File: src/sv/bjv_pkg.sv
// ----------------------------------------------------------------------------
// bjv_pkg
// shared widths, register codes, pipeline payload types and output helpers
// for the ballistic jump velocity unit
// ----------------------------------------------------------------------------
package bjv_pkg;

    localparam int POS_W      = 23;
    localparam int DIF_W      = 24;
    localparam int VEL_W      = 24;
    localparam int CFG_W      = 18;
    localparam int CFG_IDX_W  = 1;
    localparam int IN_DATA_W  = 168;
    localparam int OUT_DATA_W = 168;

    localparam logic [CFG_IDX_W-1:0] CFG_GRAVITY        = 1'b0;
    localparam logic [CFG_IDX_W-1:0] CFG_MAX_HORZ_SPEED = 1'b1;

    localparam logic [CFG_W-1:0] GRAVITY_RST = 18'd204800;
    localparam logic [CFG_W-1:0] SPEED_RST   = 18'd89600;
    localparam logic [POS_W-1:0] H_CAP       = {POS_W{1'b1}};

    // hang height divider
    localparam int HANG_NW = 62;
    localparam int HANG_DW = 39;
    localparam int HANG_QW = 23;
    // square root lanes
    localparam int SQ_NW = 56;
    localparam int SQ_RW = SQ_NW / 2;
    // velocity and apex dividers
    localparam int TD_NW = 52;
    localparam int TD_DW = SQ_RW + 1;
    localparam int TD_QW = 24;

    localparam int FRONT_LAT = 6;
    localparam int PIPE_LAT  = FRONT_LAT + HANG_QW + 2 + SQ_RW + 3 + TD_QW;

    typedef struct packed {
        logic signed [POS_W-1:0] sx;
        logic signed [POS_W-1:0] sy;
        logic signed [POS_W-1:0] sz;
        logic signed [DIF_W-1:0] dx;
        logic signed [DIF_W-1:0] dy;
        logic signed [DIF_W-1:0] step;
        logic [POS_W-1:0]        minh;
    } front_t;

    typedef struct packed {
        logic signed [POS_W-1:0] sx;
        logic signed [POS_W-1:0] sy;
        logic signed [POS_W-1:0] sz;
        logic                    dx_neg;
        logic                    dy_neg;
        logic                    dx_nz;
        logic                    dy_nz;
        logic [POS_W-1:0]        dx_mag;
        logic [POS_W-1:0]        dy_mag;
        logic [POS_W-1:0]        h;
    } mid_t;

    typedef struct packed {
        mid_t             m;
        logic             s_zero;
        logic             ovx;
        logic             ovy;
        logic [SQ_RW-1:0] vz;
    } tail_t;

    typedef struct packed {
        logic [POS_W-1:0] used_height;
        logic [POS_W-1:0] apex_z;
        logic [POS_W-1:0] apex_y;
        logic [POS_W-1:0] apex_x;
        logic [POS_W-1:0] vel_z;
        logic [VEL_W-1:0] vel_y;
        logic [VEL_W-1:0] vel_x;
    } result_t;

    function automatic logic [VEL_W-1:0] horz_vel(
        input logic             neg,
        input logic             nz,
        input logic             s_zero,
        input logic             ovf,
        input logic [TD_QW-1:0] q
    );
        logic [VEL_W-1:0] pos_max;
        logic [VEL_W-1:0] neg_min;
        logic [VEL_W-1:0] res;
        pos_max = {1'b0, {(VEL_W-1){1'b1}}};
        neg_min = {1'b1, {(VEL_W-1){1'b0}}};
        if (s_zero) begin
            res = !nz ? '0 : (neg ? neg_min : pos_max);
        end else if (neg) begin
            res = (ovf || (VEL_W'(q) > neg_min)) ? neg_min : VEL_W'(-q);
        end else begin
            res = (ovf || (VEL_W'(q) > pos_max)) ? pos_max : VEL_W'(q);
        end
        return res;
    endfunction

    function automatic logic [POS_W-1:0] clamp_pos(input logic signed [POS_W+1:0] v);
        logic signed [POS_W+1:0] lo;
        logic signed [POS_W+1:0] hi;
        logic [POS_W-1:0]        res;
        lo = -(25'sd1 <<< (POS_W-1));
        hi = (25'sd1 <<< (POS_W-1)) - 25'sd1;
        if (v < lo) begin
            res = {1'b1, {(POS_W-1){1'b0}}};
        end else if (v > hi) begin
            res = {1'b0, {(POS_W-1){1'b1}}};
        end else begin
            res = v[POS_W-1:0];
        end
        return res;
    endfunction

    function automatic logic [POS_W-1:0] apex_pos(
        input logic                    s_zero,
        input logic                    neg,
        input logic signed [POS_W-1:0] s,
        input logic [TD_QW-1:0]        q
    );
        logic signed [POS_W+1:0] base;
        logic signed [POS_W+1:0] ofs;
        logic [POS_W-1:0]        res;
        base = {{2{s[POS_W-1]}}, s};
        ofs  = $signed({1'b0, q});
        if (s_zero) begin
            res = s;
        end else if (neg) begin
            res = clamp_pos(base - ofs);
        end else begin
            res = clamp_pos(base + ofs);
        end
        return res;
    endfunction

endpackage

File: src/sv/bjv_div.sv
// ----------------------------------------------------------------------------
// bjv_div
// pipelined restoring divider, one quotient bit per stage, numerator must be
// below den shifted up by the quotient width
// ----------------------------------------------------------------------------
module bjv_div #(
    parameter int NW = bjv_pkg::HANG_NW,
    parameter int DW = bjv_pkg::HANG_DW,
    parameter int QW = bjv_pkg::HANG_QW
) (
    input  logic          aclk,
    input  logic          en,
    input  logic [NW-1:0] num,
    input  logic [DW-1:0] den,
    output logic [QW-1:0] quo
);

    logic [NW-1:0] rem_reg [QW];
    logic [DW-1:0] den_reg [QW];
    logic [QW-1:0] quo_reg [QW];

    for (genvar j = 0; j < QW; j++) begin : g_stage
        logic [NW-1:0] rem_in;
        logic [DW-1:0] den_in;
        logic [QW-1:0] quo_in;
        logic [NW-1:0] sub;
        logic [NW-1:0] rem_next;
        logic [QW-1:0] quo_next;

        if (j == 0) begin : g_first
            assign rem_in = num;
            assign den_in = den;
            assign quo_in = '0;
        end else begin : g_more
            assign rem_in = rem_reg[j-1];
            assign den_in = den_reg[j-1];
            assign quo_in = quo_reg[j-1];
        end

        assign sub = NW'(den_in) << (QW - 1 - j);

        always_comb begin
            if (rem_in >= sub) begin
                rem_next = rem_in - sub;
                quo_next = quo_in | (QW'(1) << (QW - 1 - j));
            end else begin
                rem_next = rem_in;
                quo_next = quo_in;
            end
        end

        always_ff @(posedge aclk) begin
            if (en) begin
                rem_reg[j] <= rem_next;
                den_reg[j] <= den_in;
                quo_reg[j] <= quo_next;
            end
        end
    end

    assign quo = quo_reg[QW-1];

endmodule

File: config.mk
export PLATFORM = sky130hd
export DESIGN_NAME = bjv_div
export DESIGN_NICKNAME = d
export VERILOG_FILES = /design/src/sv/bjv_pkg.sv /design/src/sv/bjv_div.sv
export SDC_FILE = /design/constraint.sdc
export NUM_CORES = 2
export LEC_CHECK = 0
export BUFFER_PORTS_ARGS = -buffer_cell sky130_fd_sc_hd__clkbuf_2
export CORE_ASPECT_RATIO = 2
export CORE_MARGIN = 1
export CORE_UTILIZATION = 50
export DETAILED_ROUTE_END_ITERATION = 8
export PLACE_DENSITY = 0.72
export SYNTH_ARGS = -nofsm -noshare
export SYNTH_HDL_FRONTEND = slang
export SYNTH_SLANG_ARGS = --single-unit
File: constraint.sdc
create_clock -name aclk -period 6.95 [get_ports aclk]
set_input_delay 1.39 -clock aclk [delete_from_list [all_inputs] [get_ports aclk]]
set_output_delay 1.39 -clock aclk [all_outputs]
set_load 0.02 [all_outputs]
; After elaboration in Yosys (flattened, before gate mapping)
; Memory sizes are Yosys's and may differ from the RTL's.
; Index checks and enable logic that the tools add are counted.
[totals]
ff_bits = 0
mem_bits_rw = 2852
in_bits = 103
elab_cells = 97
memories = 3
[op_classes]
addsub = 23
magnitude_cmp = 23
muxes = 48
[mem_list]
columns = name, depth, width, rd, rd_ports_with_merged_regs, wr, line
row1 = rem_reg, 23, 62, 22, 0, 23, bjv_div.sv:18  ; logic [NW-1:0] rem_reg [QW];
row2 = den_reg, 23, 39, 22, 0, 23, bjv_div.sv:19  ; logic [DW-1:0] den_reg [QW];
row3 = quo_reg, 23, 23, 23, 0, 23, bjv_div.sv:20  ; logic [QW-1:0] quo_reg [QW];
[op_table]
columns = operator, count
row1 = 62-bit two-way mux, 23
row2 = 62-bit by 39-bit greater-or-equal comparator with 1-bit output, 1
row3 = 62-bit by 40-bit greater-or-equal comparator with 1-bit output, 1
row4 = 62-bit by 41-bit greater-or-equal comparator with 1-bit output, 1
row5 = 62-bit by 42-bit greater-or-equal comparator with 1-bit output, 1
row6 = 62-bit by 43-bit greater-or-equal comparator with 1-bit output, 1
row7 = 62-bit by 44-bit greater-or-equal comparator with 1-bit output, 1
row8 = 62-bit by 45-bit greater-or-equal comparator with 1-bit output, 1
row9 = 62-bit by 46-bit greater-or-equal comparator with 1-bit output, 1
row10 = 62-bit by 47-bit greater-or-equal comparator with 1-bit output, 1
row11 = 62-bit by 48-bit greater-or-equal comparator with 1-bit output, 1
row12 = 62-bit by 49-bit greater-or-equal comparator with 1-bit output, 1
row13 = 62-bit by 50-bit greater-or-equal comparator with 1-bit output, 1
row14 = 62-bit by 51-bit greater-or-equal comparator with 1-bit output, 1
row15 = 62-bit by 52-bit greater-or-equal comparator with 1-bit output, 1
row16 = 62-bit by 53-bit greater-or-equal comparator with 1-bit output, 1
row17 = 62-bit by 54-bit greater-or-equal comparator with 1-bit output, 1
row18 = 62-bit by 55-bit greater-or-equal comparator with 1-bit output, 1
row19 = 62-bit by 56-bit greater-or-equal comparator with 1-bit output, 1
row20 = 62-bit by 57-bit greater-or-equal comparator with 1-bit output, 1
row21 = 62-bit by 58-bit greater-or-equal comparator with 1-bit output, 1
row22 = 62-bit by 59-bit greater-or-equal comparator with 1-bit output, 1
row23 = 62-bit by 60-bit greater-or-equal comparator with 1-bit output, 1
row24 = 62-bit by 61-bit greater-or-equal comparator with 1-bit output, 1
row25 = 46 further kinds, 48

; Logic depth before layout (Yosys ltp)
; An unclocked memory read counts as a cell.
[depth]
depth_word = 3
depth_mapped = 18
depth_no_buf = 16

; Worst setup path after synthesis
; No wires, ideal clock.
[synth_timing]
kind = in2reg
from = input num[22]
to = memory rem_reg[0][30] (netlist bit), data pin
setup_ps = 260
arrival_ps = 4247
required_ps = 6690
slack_ps = 2443
path_stages = 15
n_path_buf = 1
path_cell_list = inv_1 > ha_1 > inv_1 > fa_1 > a21o_1 > a21oi_1 > o21ai_1 > nand3_1 > o22ai_1 > a21oi_1 > o31a_1 > o21ai_1 > a41oi_2 > buf_2 > mux2_2
[synth_rtl]
columns = element, line
row1 = from (decl), bjv_div.sv:13  ; input logic [NW-1:0] num,
row2 = to (decl), bjv_div.sv:18

==> impl_metrics.json <==
{
  "syn-instance-count": 13200,
  "clock_path_buffers": 4,
  "hp-class": "reg -> reg",
  "run_status": "complete, but fails checks",
  "critPathCaptureType": "flip-flop",
  "cts_tree": "built",
  "ir_drop_uv": 259,
  "max_freq_mhz": 179,
  "synth.distinct_cells": 114,
  "power_density_nw_per_um2": 441,
  "fp.dieW_microns": 379,
  "first_iter_violations": 4668,
  "grt_util_all_layers_pct": 30.9,
  "fp.dieH_microns": 757,
  "path_class": "reg -> reg",
  "post-synth-top-count-cell": "edfxtp_1",
  "routed_via_density": 5.88,
  "vias": 102000,
  "core_sq_um": 283000,
  "fin_ws_ps": 1370,
  "drive_above_1_share_pct": 7.24,
  "synth_seq_cells": 2498,
  "cts_num_sinks": 2498,
  "synth.net_count": 14300,
  "worst_pin_slew_ps": 1460,
  "start_util_pct": 50.3,
  "drtAntennaViolNets": 0,
  "synthFlopType": "edfxtp_1",
  "period_share_pct": 80.3,
  "synthDominantCellAreaShare_pct": 52.7,
  "final_nets": 14400,
  "synth_edf_count": 2498,
  "rrSetupSlack_ps": 1370,
  "syn_avg_cell_area_sq_um": 10.8,
  "drc_errors": 0,
  "setup_viol": 0,
  "yosysSeqAreaShare_pct": 52.7,
  "path_clk_slew_ps": 70,
  "synthArstFlopShare_pct": 0,
  "gp_congestion": 0.967,
  "dp_slack_ps": 1500,
  "crit_fanout": 5,
  "synth_common_cells": "edfxtp_1 (2498), a21oi_1 (1216), inv_1 (1144), nand2_1 (1107), ha_1 (897)",
  "port_buffers": 125,
  "max-cap-violations": 1,
  "clock_latency_ps": 990,
  "place_hpwl_microns": 359000,
  "cp_data_required_time_ps": 7610,
  "drt_wl_total_microns": 446000,
  "syn_area_sq_um": 142000,
  "htree_levels": 4,
  "cts_root_buffer": "clkbuf_16",
  "grt_pass1_wl_microns": 643000,
  "final_max_slew_viol_count": 0,
  "drt_first_pass_iters": 9,
  "yosys_warnings": 0,
  "postCtsResizedCells": 0,
  "fin_setup_tns_ps": 0,
  "netlist_top_cells_area": "edfxtp_1 (53%), ha_1 (7.9%), a21oi_1 (4.3%)",
  "place_area_sq_um": 148000,
  "die-area_sq_um": 287000,
  "period_needed_ps": 5580,
  "arrival_ps": 6240,
  "crit_path_start_kind": "flip-flop",
  "area_delta_synth_final_pct": 9.39,
  "skew_ps": 124,
  "rsz0062_at_grt": "false",
  "fin_hold_ws_ps": 386,
  "cts_setup_buffers": 0,
  "post-route-cell-area_sq_um": 156000,
  "routedWlPerCell_microns": 25.7,
  "cts_hold_buf": 0,
  "violations": "capacitance limit",
  "cts_buffers": 235,
  "hold_violations": 0,
  "largest_reg_flops": 1364,
  "grt_antenna_before_repair": 29,
  "relSlewSlack_pct": 2.18,
  "grt_pass1_vias": 109000,
  "leakage_nw": 61.1,
  "yosysTopAreaCell": "edfxtp_1",
  "io_pins": 126,
  "grt_max_degree": 166,
  "row_count": 276,
  "grt_overflow": 0
}
-- final timing paths --
check,from,to,cells after the start
max reg2reg,rem_reg[2][249],rem_reg[2][355],14
min reg2reg,den_reg[0][281],den_reg[1][8],0
max,rem_reg[2][249],rem_reg[2][355],14
min,den_reg[0][281],den_reg[1][8],0
-- metrics by stage --
step	total power, mW	utilization [%]	instances
after floorplan	44.6	-	13200
final	68.7	55.1	17400
after detailed placement	55.2	52.3	16900
after global routing	72.1	55.1	17300
after CTS	68.4	55.0	17300
after global placement	54.9	52.3	16900
-- power by group --
group | switching (mW) | internal (mW)
logic | 19.7 | 12.0
registers | 2.20 | 21.7
clock network | 5.94 | 7.21
total | 27.8 | 40.8
-- cells in the final DEF (no fill, tap or decap), types with 451 or more instances in the layout --
cell / synthesis / layout
xor2_1: 451 / 451
a21o_1: 545 / 544
nor2_1: 833 / 831
xnor2_1: 549 / 549
edfxtp_1: 2498 / 2498
o21ai_0: 890 / 889
nand2_1: 1107 / 1107
inv_1: 1144 / 1143
ha_1: 897 / 897
a21oi_1: 1216 / 1216
-- worst max-delay path, stage by stage (launching register included) --
cell      delay, ps
edfxtp_1        370
inv_1            90
ha_1            200
fa_1            240
nand2b_1        120
a21oi_1          70
o21ai_0         410
a211oi_1        250
a221oi_1        910
nand3_1         440
a21oi_1         950
o31ai_1         330
a211o_1         490
nor4_1          260
xor2_1          110
-- cells by family after synthesis --
kind of cell	share of synthesized area, %
flip-flops	52.7
AO/OA/AOI/OAI	15.7
AND/OR/NAND/NOR	11.8
buffers and inverters	4.23
XOR/XNOR	6.15
adder cells (fa/ha/maj)	8.19
multiplexers	1.25
-- routing by layer --
metal / track usage [%] / vias to the layer above / part of all wire [%]
met4: 41.8 / 2 / 16
met1: 17.6 / 48800 / 23
met3: 3.44 / 1784 / 2.6
met2: 64.4 / 2653 / 59
li1: - / 48800 / -
met5: 0 / - / 0.0025
-- cell type report --
type                    instances  area [sq um]
fillers                     24600        127000
flip-flops and latches       2498         75000
multi-input cells            9168         61700
clock buffers                 269          6050
well taps                    3753          4700
inverters                    1147          4310
repair buffers                303          2340
clock inverters               158          1560
diodes                         60           150
No activity file was read; power rests on OpenSTA's default activity.
