$ cat src/sv/bjv_pkg.sv
// ----------------------------------------------------------------------------
// bjv_pkg
// shared widths, register codes, pipeline payload types and output helpers
// for the ballistic jump velocity unit
// ----------------------------------------------------------------------------
package bjv_pkg;

    localparam int POS_W      = 23;
    localparam int DIF_W      = 24;
    localparam int VEL_W      = 24;
    localparam int CFG_W      = 18;
    localparam int CFG_IDX_W  = 1;
    localparam int IN_DATA_W  = 168;
    localparam int OUT_DATA_W = 168;

    localparam logic [CFG_IDX_W-1:0] CFG_GRAVITY        = 1'b0;
    localparam logic [CFG_IDX_W-1:0] CFG_MAX_HORZ_SPEED = 1'b1;

    localparam logic [CFG_W-1:0] GRAVITY_RST = 18'd204800;
    localparam logic [CFG_W-1:0] SPEED_RST   = 18'd89600;
    localparam logic [POS_W-1:0] H_CAP       = {POS_W{1'b1}};

    // hang height divider
    localparam int HANG_NW = 62;
    localparam int HANG_DW = 39;
    localparam int HANG_QW = 23;
    // square root lanes
    localparam int SQ_NW = 56;
    localparam int SQ_RW = SQ_NW / 2;
    // velocity and apex dividers
    localparam int TD_NW = 52;
    localparam int TD_DW = SQ_RW + 1;
    localparam int TD_QW = 24;

    localparam int FRONT_LAT = 6;
    localparam int PIPE_LAT  = FRONT_LAT + HANG_QW + 2 + SQ_RW + 3 + TD_QW;

    typedef struct packed {
        logic signed [POS_W-1:0] sx;
        logic signed [POS_W-1:0] sy;
        logic signed [POS_W-1:0] sz;
        logic signed [DIF_W-1:0] dx;
        logic signed [DIF_W-1:0] dy;
        logic signed [DIF_W-1:0] step;
        logic [POS_W-1:0]        minh;
    } front_t;

    typedef struct packed {
        logic signed [POS_W-1:0] sx;
        logic signed [POS_W-1:0] sy;
        logic signed [POS_W-1:0] sz;
        logic                    dx_neg;
        logic                    dy_neg;
        logic                    dx_nz;
        logic                    dy_nz;
        logic [POS_W-1:0]        dx_mag;
        logic [POS_W-1:0]        dy_mag;
        logic [POS_W-1:0]        h;
    } mid_t;

    typedef struct packed {
        mid_t             m;
        logic             s_zero;
        logic             ovx;
        logic             ovy;
        logic [SQ_RW-1:0] vz;
    } tail_t;

    typedef struct packed {
        logic [POS_W-1:0] used_height;
        logic [POS_W-1:0] apex_z;
        logic [POS_W-1:0] apex_y;
        logic [POS_W-1:0] apex_x;
        logic [POS_W-1:0] vel_z;
        logic [VEL_W-1:0] vel_y;
        logic [VEL_W-1:0] vel_x;
    } result_t;

    function automatic logic [VEL_W-1:0] horz_vel(
        input logic             neg,
        input logic             nz,
        input logic             s_zero,
        input logic             ovf,
        input logic [TD_QW-1:0] q
    );
        logic [VEL_W-1:0] pos_max;
        logic [VEL_W-1:0] neg_min;
        logic [VEL_W-1:0] res;
        pos_max = {1'b0, {(VEL_W-1){1'b1}}};
        neg_min = {1'b1, {(VEL_W-1){1'b0}}};
        if (s_zero) begin
            res = !nz ? '0 : (neg ? neg_min : pos_max);
        end else if (neg) begin
            res = (ovf || (VEL_W'(q) > neg_min)) ? neg_min : VEL_W'(-q);
        end else begin
            res = (ovf || (VEL_W'(q) > pos_max)) ? pos_max : VEL_W'(q);
        end
        return res;
    endfunction

    function automatic logic [POS_W-1:0] clamp_pos(input logic signed [POS_W+1:0] v);
        logic signed [POS_W+1:0] lo;
        logic signed [POS_W+1:0] hi;
        logic [POS_W-1:0]        res;
        lo = -(25'sd1 <<< (POS_W-1));
        hi = (25'sd1 <<< (POS_W-1)) - 25'sd1;
        if (v < lo) begin
            res = {1'b1, {(POS_W-1){1'b0}}};
        end else if (v > hi) begin
            res = {1'b0, {(POS_W-1){1'b1}}};
        end else begin
            res = v[POS_W-1:0];
        end
        return res;
    endfunction

    function automatic logic [POS_W-1:0] apex_pos(
        input logic                    s_zero,
        input logic                    neg,
        input logic signed [POS_W-1:0] s,
        input logic [TD_QW-1:0]        q
    );
        logic signed [POS_W+1:0] base;
        logic signed [POS_W+1:0] ofs;
        logic [POS_W-1:0]        res;
        base = {{2{s[POS_W-1]}}, s};
        ofs  = $signed({1'b0, q});
        if (s_zero) begin
            res = s;
        end else if (neg) begin
            res = clamp_pos(base - ofs);
        end else begin
            res = clamp_pos(base + ofs);
        end
        return res;
    endfunction

endpackage

$ cat src/sv/bjv_sqrt.sv
// ----------------------------------------------------------------------------
// bjv_sqrt
// pipelined integer square root, one root bit per stage, floor result
// ----------------------------------------------------------------------------
module bjv_sqrt #(
    parameter int NW = bjv_pkg::SQ_NW
) (
    input  logic              aclk,
    input  logic              en,
    input  logic [NW-1:0]     rad,
    output logic [NW/2-1:0]   root
);

    localparam int RW = NW / 2;

    logic [NW-1:0] rem_reg  [RW];
    logic [RW-1:0] root_reg [RW];

    for (genvar j = 0; j < RW; j++) begin : g_stage
        logic [NW-1:0] rem_in;
        logic [RW-1:0] root_in;
        logic [NW-1:0] trial;
        logic [NW-1:0] rem_next;
        logic [RW-1:0] root_next;

        if (j == 0) begin : g_first
            assign rem_in  = rad;
            assign root_in = '0;
        end else begin : g_more
            assign rem_in  = rem_reg[j-1];
            assign root_in = root_reg[j-1];
        end

        assign trial = (NW'(root_in) << (RW - j)) | (NW'(1) << (2 * (RW - 1 - j)));

        always_comb begin
            if (rem_in >= trial) begin
                rem_next  = rem_in - trial;
                root_next = root_in | (RW'(1) << (RW - 1 - j));
            end else begin
                rem_next  = rem_in;
                root_next = root_in;
            end
        end

        always_ff @(posedge aclk) begin
            if (en) begin
                rem_reg[j]  <= rem_next;
                root_reg[j] <= root_next;
            end
        end
    end

    assign root = root_reg[RW-1];

endmodule

$ cat config.mk
export PLATFORM = sky130hd
export DESIGN_NAME = bjv_sqrt
export DESIGN_NICKNAME = d
export VERILOG_FILES = /design/src/sv/bjv_pkg.sv /design/src/sv/bjv_sqrt.sv
export SDC_FILE = /design/constraint.sdc
export NUM_CORES = 2
export LEC_CHECK = 0
export ABC_CLOCK_PERIOD_IN_PS = 3900
export CORE_UTILIZATION = 58
export DETAILED_ROUTE_END_ITERATION = 8
export DONT_BUFFER_PORTS = 1
export MAX_ROUTING_LAYER = met4
export PLACE_DENSITY = 0.86
export SYNTH_ARGS = -nofsm -noshare
export SYNTH_HDL_FRONTEND = slang
export SYNTH_SLANG_ARGS = --single-unit
$ cat constraint.sdc
create_clock -name aclk -period 3.9 [get_ports aclk]
set_input_delay 0 -clock aclk [delete_from_list [all_inputs] [get_ports aclk]]
set_output_delay 0 -clock aclk [all_outputs]
set_load 0.1 [all_outputs]
# == Word level (Yosys, flattened, before mapping) ==
# Memories as Yosys holds them, arrays and structs flattened.
# Cells that the tools add are included.
# totals
inputBits,58
output_inout_bits,28
reg_bits,0
ramBits,2352
latch_bits,0
memories,2
wordCells,116
romBits,0
# memory_table
name,depth,width,rd,rd_ports_with_merged_regs,wr,line,text
rem_reg,28,56,27,0,28,bjv_sqrt.sv:16,logic [NW-1:0] rem_reg [RW];
root_reg,28,28,28,0,28,bjv_sqrt.sv:17,logic [RW-1:0] root_reg [RW];
# op_classes
mul,0
n_reduce_logical,0
eq_ne,0
mux,58
n_addsub,28
order_cmp,28
n_div,0
shift,0
n_bitwise,0
# op_table
operator,count
two-way mux 56 bit,28
greater-or-equal comparator 56 x 29 -> 1 bit,1
greater-or-equal comparator 56 x 30 -> 1 bit,1
greater-or-equal comparator 56 x 31 -> 1 bit,1
greater-or-equal comparator 56 x 32 -> 1 bit,1
greater-or-equal comparator 56 x 33 -> 1 bit,1
greater-or-equal comparator 56 x 34 -> 1 bit,1
greater-or-equal comparator 56 x 35 -> 1 bit,1
greater-or-equal comparator 56 x 36 -> 1 bit,1
greater-or-equal comparator 56 x 37 -> 1 bit,1
greater-or-equal comparator 56 x 38 -> 1 bit,1
greater-or-equal comparator 56 x 39 -> 1 bit,1
greater-or-equal comparator 56 x 40 -> 1 bit,1
greater-or-equal comparator 56 x 41 -> 1 bit,1
greater-or-equal comparator 56 x 42 -> 1 bit,1
greater-or-equal comparator 56 x 43 -> 1 bit,1
greater-or-equal comparator 56 x 44 -> 1 bit,1
greater-or-equal comparator 56 x 45 -> 1 bit,1
greater-or-equal comparator 56 x 46 -> 1 bit,1
greater-or-equal comparator 56 x 47 -> 1 bit,1
greater-or-equal comparator 56 x 48 -> 1 bit,1
greater-or-equal comparator 56 x 49 -> 1 bit,1
greater-or-equal comparator 56 x 50 -> 1 bit,1
greater-or-equal comparator 56 x 51 -> 1 bit,1
other kinds (61),63

# == Depth between registers and ports, before layout ==
# An unclocked memory read counts as a cell.
# depth
ltp_word,3
ltp_mapped,14
depth_no_buf,12

# == Worst setup path before layout ==
# Ideal clock, no wire load.
# synth_timing
path_kind,register to register
startpoint,mem rem_reg[5][122] (netlist name)
endpoint,"mem rem_reg[5][220] (netlist name), data pin"
t_required_ps,3642
path_buffers,0
setup_time_ps,258
synth_period_minus_slack_ps,3348
path_slack_ps,552
t_arrival_ps,3090
stages_incl_launch_ff,11
path_cell_list,edfxtp_1 ha_1 nor2b_1 o2111a_1 a211oi_2 o211ai_1 nand2_1 o211ai_1 a2111oi_4 or4b_2 xnor2_1
# synth_rtl
element,line
from (decl),bjv_sqrt.sv:16

==> metrics.txt <==
# TYPE chip_impl_metric gauge
chip_impl_metric{name="drt_drc_violations_left",unit=""} 0
chip_impl_info{name="failing_checks",value="slew limit, setup timing"} 1
chip_impl_metric{name="ctsHtreeMaxLevel",unit=""} 4
chip_impl_metric{name="cts_max_path_buffers",unit=""} 3
chip_impl_metric{name="swShare",unit=""} 0.300
chip_impl_info{name="worst_r2r_endpoint",value="rem_reg[1][167]$_DFFE_PP_"} 1
chip_impl_metric{name="max_clock_freq",unit="GHz"} 0.256
chip_impl_info{name="tritoncts",value="done"} 1
chip_impl_metric{name="final_max_slew_viol_count",unit=""} 368
chip_impl_metric{name="floorplan.initialDensity",unit=""} 0.587
chip_impl_metric{name="cap_violations",unit=""} 0
chip_impl_metric{name="number_of_global_route_vias_before_repair",unit=""} 61200
chip_impl_metric{name="rel_slew_slack",unit=""} -0.172
chip_impl_metric{name="synthesis.instances",unit=""} 7341
chip_impl_metric{name="postLayoutSetupSlackWorst",unit="ns"} -0.00886
chip_impl_metric{name="synth_nets",unit=""} 7831
chip_impl_metric{name="overflow_after_grt",unit=""} 0
chip_impl_metric{name="net-switching-power",unit="uW"} 17500
chip_impl_metric{name="grt_first_pass_wirelength",unit="um"} 349000
chip_impl_metric{name="ant_nets",unit=""} 0
chip_impl_metric{name="power.internal",unit="uW"} 40800
chip_impl_metric{name="leak_pwr",unit="uW"} 0.0387
chip_impl_info{name="synth.top_cells.by_count",value="1918 x sky130_fd_sc_hd__edfxtp_1, 542 x sky130_fd_sc_hd__inv_1, 503 x sky130_fd_sc_hd__nand2_1, 496 x sky130_fd_sc_hd__nor2_1, 432 x sky130_fd_sc_hd__ha_1"} 1
chip_impl_metric{name="critPathMaxFanout",unit=""} 15
chip_impl_info{name="clock-root-buffer",value="sky130_fd_sc_hd__clkbuf_16"} 1
chip_impl_metric{name="worst_reg2reg_path_depth",unit=""} 10
chip_impl_metric{name="report.power.total",unit="uW"} 58200
chip_impl_metric{name="worst_pin_slew",unit="ns"} 1.76
chip_impl_info{name="ys_top_cells_by_area",value="sky130_fd_sc_hd__edfxtp_1 63%, sky130_fd_sc_hd__ha_1 5.9%, sky130_fd_sc_hd__xor2_1 3.2%"} 1
chip_impl_info{name="grt_most_used_layer",value="met2"} 1
chip_impl_metric{name="layout_min_cycle_time",unit="ns"} 3.91
chip_impl_metric{name="io-pin-count",unit=""} 86
chip_impl_metric{name="clk_transition_reported_paths",unit="ns"} 0.07
chip_impl_info{name="holdCritPathClass",value="primary input to register"} 1
chip_impl_metric{name="place_ws",unit="ns"} -0.635
chip_impl_info{name="type_of_destination_of_the_critical_path",value="register"} 1
chip_impl_metric{name="pwr_density_cell",unit="nW/um2"} 568
chip_impl_info{name="critPathKind",value="register to register"} 1
chip_impl_metric{name="design.final.nets",unit=""} 8117
chip_impl_metric{name="synth.lib_cells_used.distinct",unit=""} 95
chip_impl_metric{name="post-cts-setup-buffers",unit=""} 0
chip_impl_metric{name="placeableCoreArea",unit="um2"} 157000
chip_impl_metric{name="drtPass1Iterations",unit=""} 6
chip_impl_metric{name="critPathArrivalTime",unit="ns"} 4.51
chip_impl_metric{name="io_buffers",unit=""} 0
chip_impl_metric{name="final-hold-violation-count",unit=""} 0
chip_impl_metric{name="syn-cell-area",unit="um2"} 92100
chip_impl_metric{name="count_of_flip_flops_with_a_built_in_enable_after_synthesis",unit=""} 1918
chip_impl_metric{name="grt_use_total",unit=""} 0.287
chip_impl_metric{name="number_of_cell_rows",unit=""} 145
chip_impl_metric{name="synth-seq-area-share",unit=""} 0.625
chip_impl_metric{name="number_of_buffers_created_by_cts",unit=""} 187
chip_impl_metric{name="gr-usage-met2",unit=""} 0.487
chip_impl_metric{name="synth_top_area_share",unit=""} 0.625
chip_impl_metric{name="timing.clock.skew",unit="ns"} 0.106
chip_impl_metric{name="syn_to_final_growth",unit="%"} 11.4
chip_impl_metric{name="drive_above_1_share",unit=""} 0.0665
chip_impl_metric{name="hold-worst-slack",unit="ns"} 0.286
chip_impl_metric{name="power.ir.vdd_worst",unit="mV"} 0.703
chip_impl_metric{name="yosys_warnings",unit=""} 0
chip_impl_info{name="run_status",value="complete, but fails checks"} 1
chip_impl_metric{name="postLayoutCoreUtil",unit=""} 0.654
chip_impl_metric{name="postRouteWirelength",unit="um"} 228000
chip_impl_info{name="critical_path.startpoint_type",value="register"} 1
chip_impl_metric{name="die_width",unit="um"} 401
chip_impl_metric{name="initialDrtViolationCount",unit=""} 7430
chip_impl_metric{name="fp.dieH",unit="um"} 401
chip_impl_metric{name="asyncSetResetFlopFracSynth",unit=""} 0
chip_impl_metric{name="gr-usage-met1",unit=""} 0.343
chip_impl_metric{name="cts_num_sinks",unit=""} 1918
chip_impl_metric{name="vias_per_cell",unit=""} 6.31
chip_impl_metric{name="report.final.setup_viol",unit=""} 1
chip_impl_metric{name="synth.avg_cell_area",unit="um2"} 12.5
chip_impl_metric{name="grt_start_max_net_pins",unit=""} 294
chip_impl_metric{name="gp_congestion",unit=""} 0.948
chip_impl_metric{name="power.combinational.fraction",unit=""} 0.205
chip_impl_metric{name="hold_depth",unit=""} 4
chip_impl_metric{name="ys_seq_elements",unit=""} 1918
chip_impl_metric{name="fill_cells",unit=""} 10600
chip_impl_info{name="synth_flop_cell",value="sky130_fd_sc_hd__edfxtp_1"} 1
chip_impl_metric{name="final_min_period_over_clock_period",unit=""} 1.00
chip_impl_metric{name="wire_per_inst",unit="um"} 23.2
chip_impl_info{name="most_frequent_cell_after_synthesis",value="sky130_fd_sc_hd__edfxtp_1"} 1
chip_impl_metric{name="gr-usage-met3",unit=""} 0.0432
chip_impl_metric{name="worst_ep_required_time",unit="ns"} 4.50
chip_impl_info{name="post-synth-top-area-cell",value="sky130_fd_sc_hd__edfxtp_1"} 1
chip_impl_metric{name="clock_power_share",unit=""} 0.308
chip_impl_metric{name="floorplan.die_area",unit="um2"} 160000
chip_impl_metric{name="place.detailed.hpwl",unit="um"} 151000
chip_impl_metric{name="antenna_violations_before_repair",unit=""} 10
chip_impl_info{name="worst_hold_path.endpoint",value="root_reg[0][27]$_DFFE_PP_"} 1
chip_impl_metric{name="r2r_setup_slack",unit="ns"} -0.009
chip_impl_metric{name="vias",unit=""} 62000
chip_impl_metric{name="clk-insertion-delay-late",unit="ns"} 0.88
chip_impl_info{name="regToRegStartpoint",value="rem_reg[1][100]$_DFFE_PP_"} 1
chip_impl_metric{name="largest_reg_flops",unit=""} 1512
chip_impl_info{name="hold_path.startpoint",value="rad[54]"} 1
chip_impl_metric{name="seq_power_share",unit=""} 0.487
==> kinds of logic (layout without fill, tap and decap cells) <==
kind of cell	after synthesis	count (layout)	synth area share
and+or+nand+nor	2184	2184	0.122
AOI/OAI and AO/OA	1401	1401	0.0956
DFF	1918	1918	0.625
buffers and inverters	681	1110	0.0282
other	0	3	0
xor gates and xnor gates	658	658	0.0626
muxes	67	67	0.00806
adders and majority gates	432	432	0.0587
==> area by class of cell <==
type	count	area, um2	area share
multi-input combinational	4742	32000	0.312
clock buffer	233	4850	0.0473
tap	2058	2570	0.0251
timing repair buffer	230	2330	0.0227
antenna	3	7.51	0.0000732
clock inverter	99	1140	0.0111
sequential	1918	57600	0.561
inverter	548	2060	0.0200
==> power groups by stage <==
| stage | logic, uW | registers, uW | clock network, uW |
|---|---|---|---|
| 5_1_grt | 13100 | 28600 | 18800 |
| 2_1_floorplan | 8430 | 27700 | 0 |
| 3_5_place_dp | 11300 | 28700 | 0 |
| 6_report | 11900 | 28400 | 17900 |
| 3_3_place_gp | 11000 | 28600 | 0 |
| 4_1_cts | 11600 | 28300 | 17900 |
==> critical path, cell delays in order, from the launching register on <==
cell                       delay, ns
sky130_fd_sc_hd__edfxtp_1       0.44
sky130_fd_sc_hd__ha_1           0.48
sky130_fd_sc_hd__nor2b_1        0.20
sky130_fd_sc_hd__o21ai_0        0.39
sky130_fd_sc_hd__a21boi_0       0.23
sky130_fd_sc_hd__o21a_1         0.28
sky130_fd_sc_hd__o21ai_0        0.33
sky130_fd_sc_hd__nand3_1        0.64
sky130_fd_sc_hd__and3_1         0.44
sky130_fd_sc_hd__nand2b_1       0.12
sky130_fd_sc_hd__xnor2_1        0.08
==> through the flow <==
stage               instance area, um2  TNS (ns)  instances
global route                    103000   -0.0247       9831
finish                          103000  -0.00886       9831
global placement                 95100   -117.00       9372
CTS                             102000         0       9824
floorplan                        92100         0       7341
detailed placement               95100   -163.67       9372
==> worst max path at each step <==
| stage | from | to | cells after the start |
|---|---|---|---|
| floorplan | rem_reg[5][122]$_DFFE_PP_ | rem_reg[5][220]$_DFFE_PP_ | 10 |
| detailed placement | en | rem_reg[6][60]$_DFFE_PP_ | 4 |
| CTS | rem_reg[4][131]$_DFFE_PP_ | rem_reg[4][218]$_DFFE_PP_ | 11 |
| global route | rem_reg[4][131]$_DFFE_PP_ | rem_reg[4][209]$_DFFE_PP_ | 12 |
| finish | rem_reg[1][100]$_DFFE_PP_ | rem_reg[1][167]$_DFFE_PP_ | 10 |
| global placement | en | root_reg[6][30]$_DFFE_PP_ | 4 |
==> cell usage in the layout, fill, tap and decap left out, types with 97 or more instances in the layout <==
| master | netlist | final |
|---|---|---|
| sky130_fd_sc_hd__a21o_1 | 170 | 170 |
| sky130_fd_sc_hd__a21oi_1 | 421 | 420 |
| sky130_fd_sc_hd__buf_4 | 2 | 97 |
| sky130_fd_sc_hd__clkbuf_16 | 0 | 187 |
| sky130_fd_sc_hd__dlygate4sd3_1 | 0 | 115 |
| sky130_fd_sc_hd__edfxtp_1 | 1918 | 1918 |
| sky130_fd_sc_hd__ha_1 | 432 | 431 |
| sky130_fd_sc_hd__inv_1 | 542 | 542 |
| sky130_fd_sc_hd__nand2_1 | 503 | 503 |
| sky130_fd_sc_hd__nand3_1 | 111 | 111 |
| sky130_fd_sc_hd__nand4_1 | 99 | 99 |
| sky130_fd_sc_hd__nor2_1 | 496 | 494 |
| sky130_fd_sc_hd__nor3_1 | 217 | 215 |
| sky130_fd_sc_hd__nor4_1 | 266 | 260 |
| sky130_fd_sc_hd__o21ai_0 | 360 | 358 |
| sky130_fd_sc_hd__xnor2_1 | 320 | 320 |
| sky130_fd_sc_hd__xor2_1 | 338 | 338 |
==> routing by layer <==
| metal | part of all wire | wire [um] | vias up |
|---|---|---|---|
| met5 | 0 | 0 | - |
| met4 | 0.045 | 10200 | 0 |
| met3 | 0.078 | 17700 | 738 |
| met2 | 0.50 | 114000 | 3303 |
| met1 | 0.38 | 86200 | 29900 |
| li1 | - | - | 28100 |
==> what timing repair did <==
action | CTS | global route
hold buffers | 120 | 4
endpoints found under the hold margin | 238 | 44
pin swaps | 0 | 3
resized for setup | 1 | 17
endpoints found under the setup margin | 6 | 38
(Power assumes the default switching activity.)
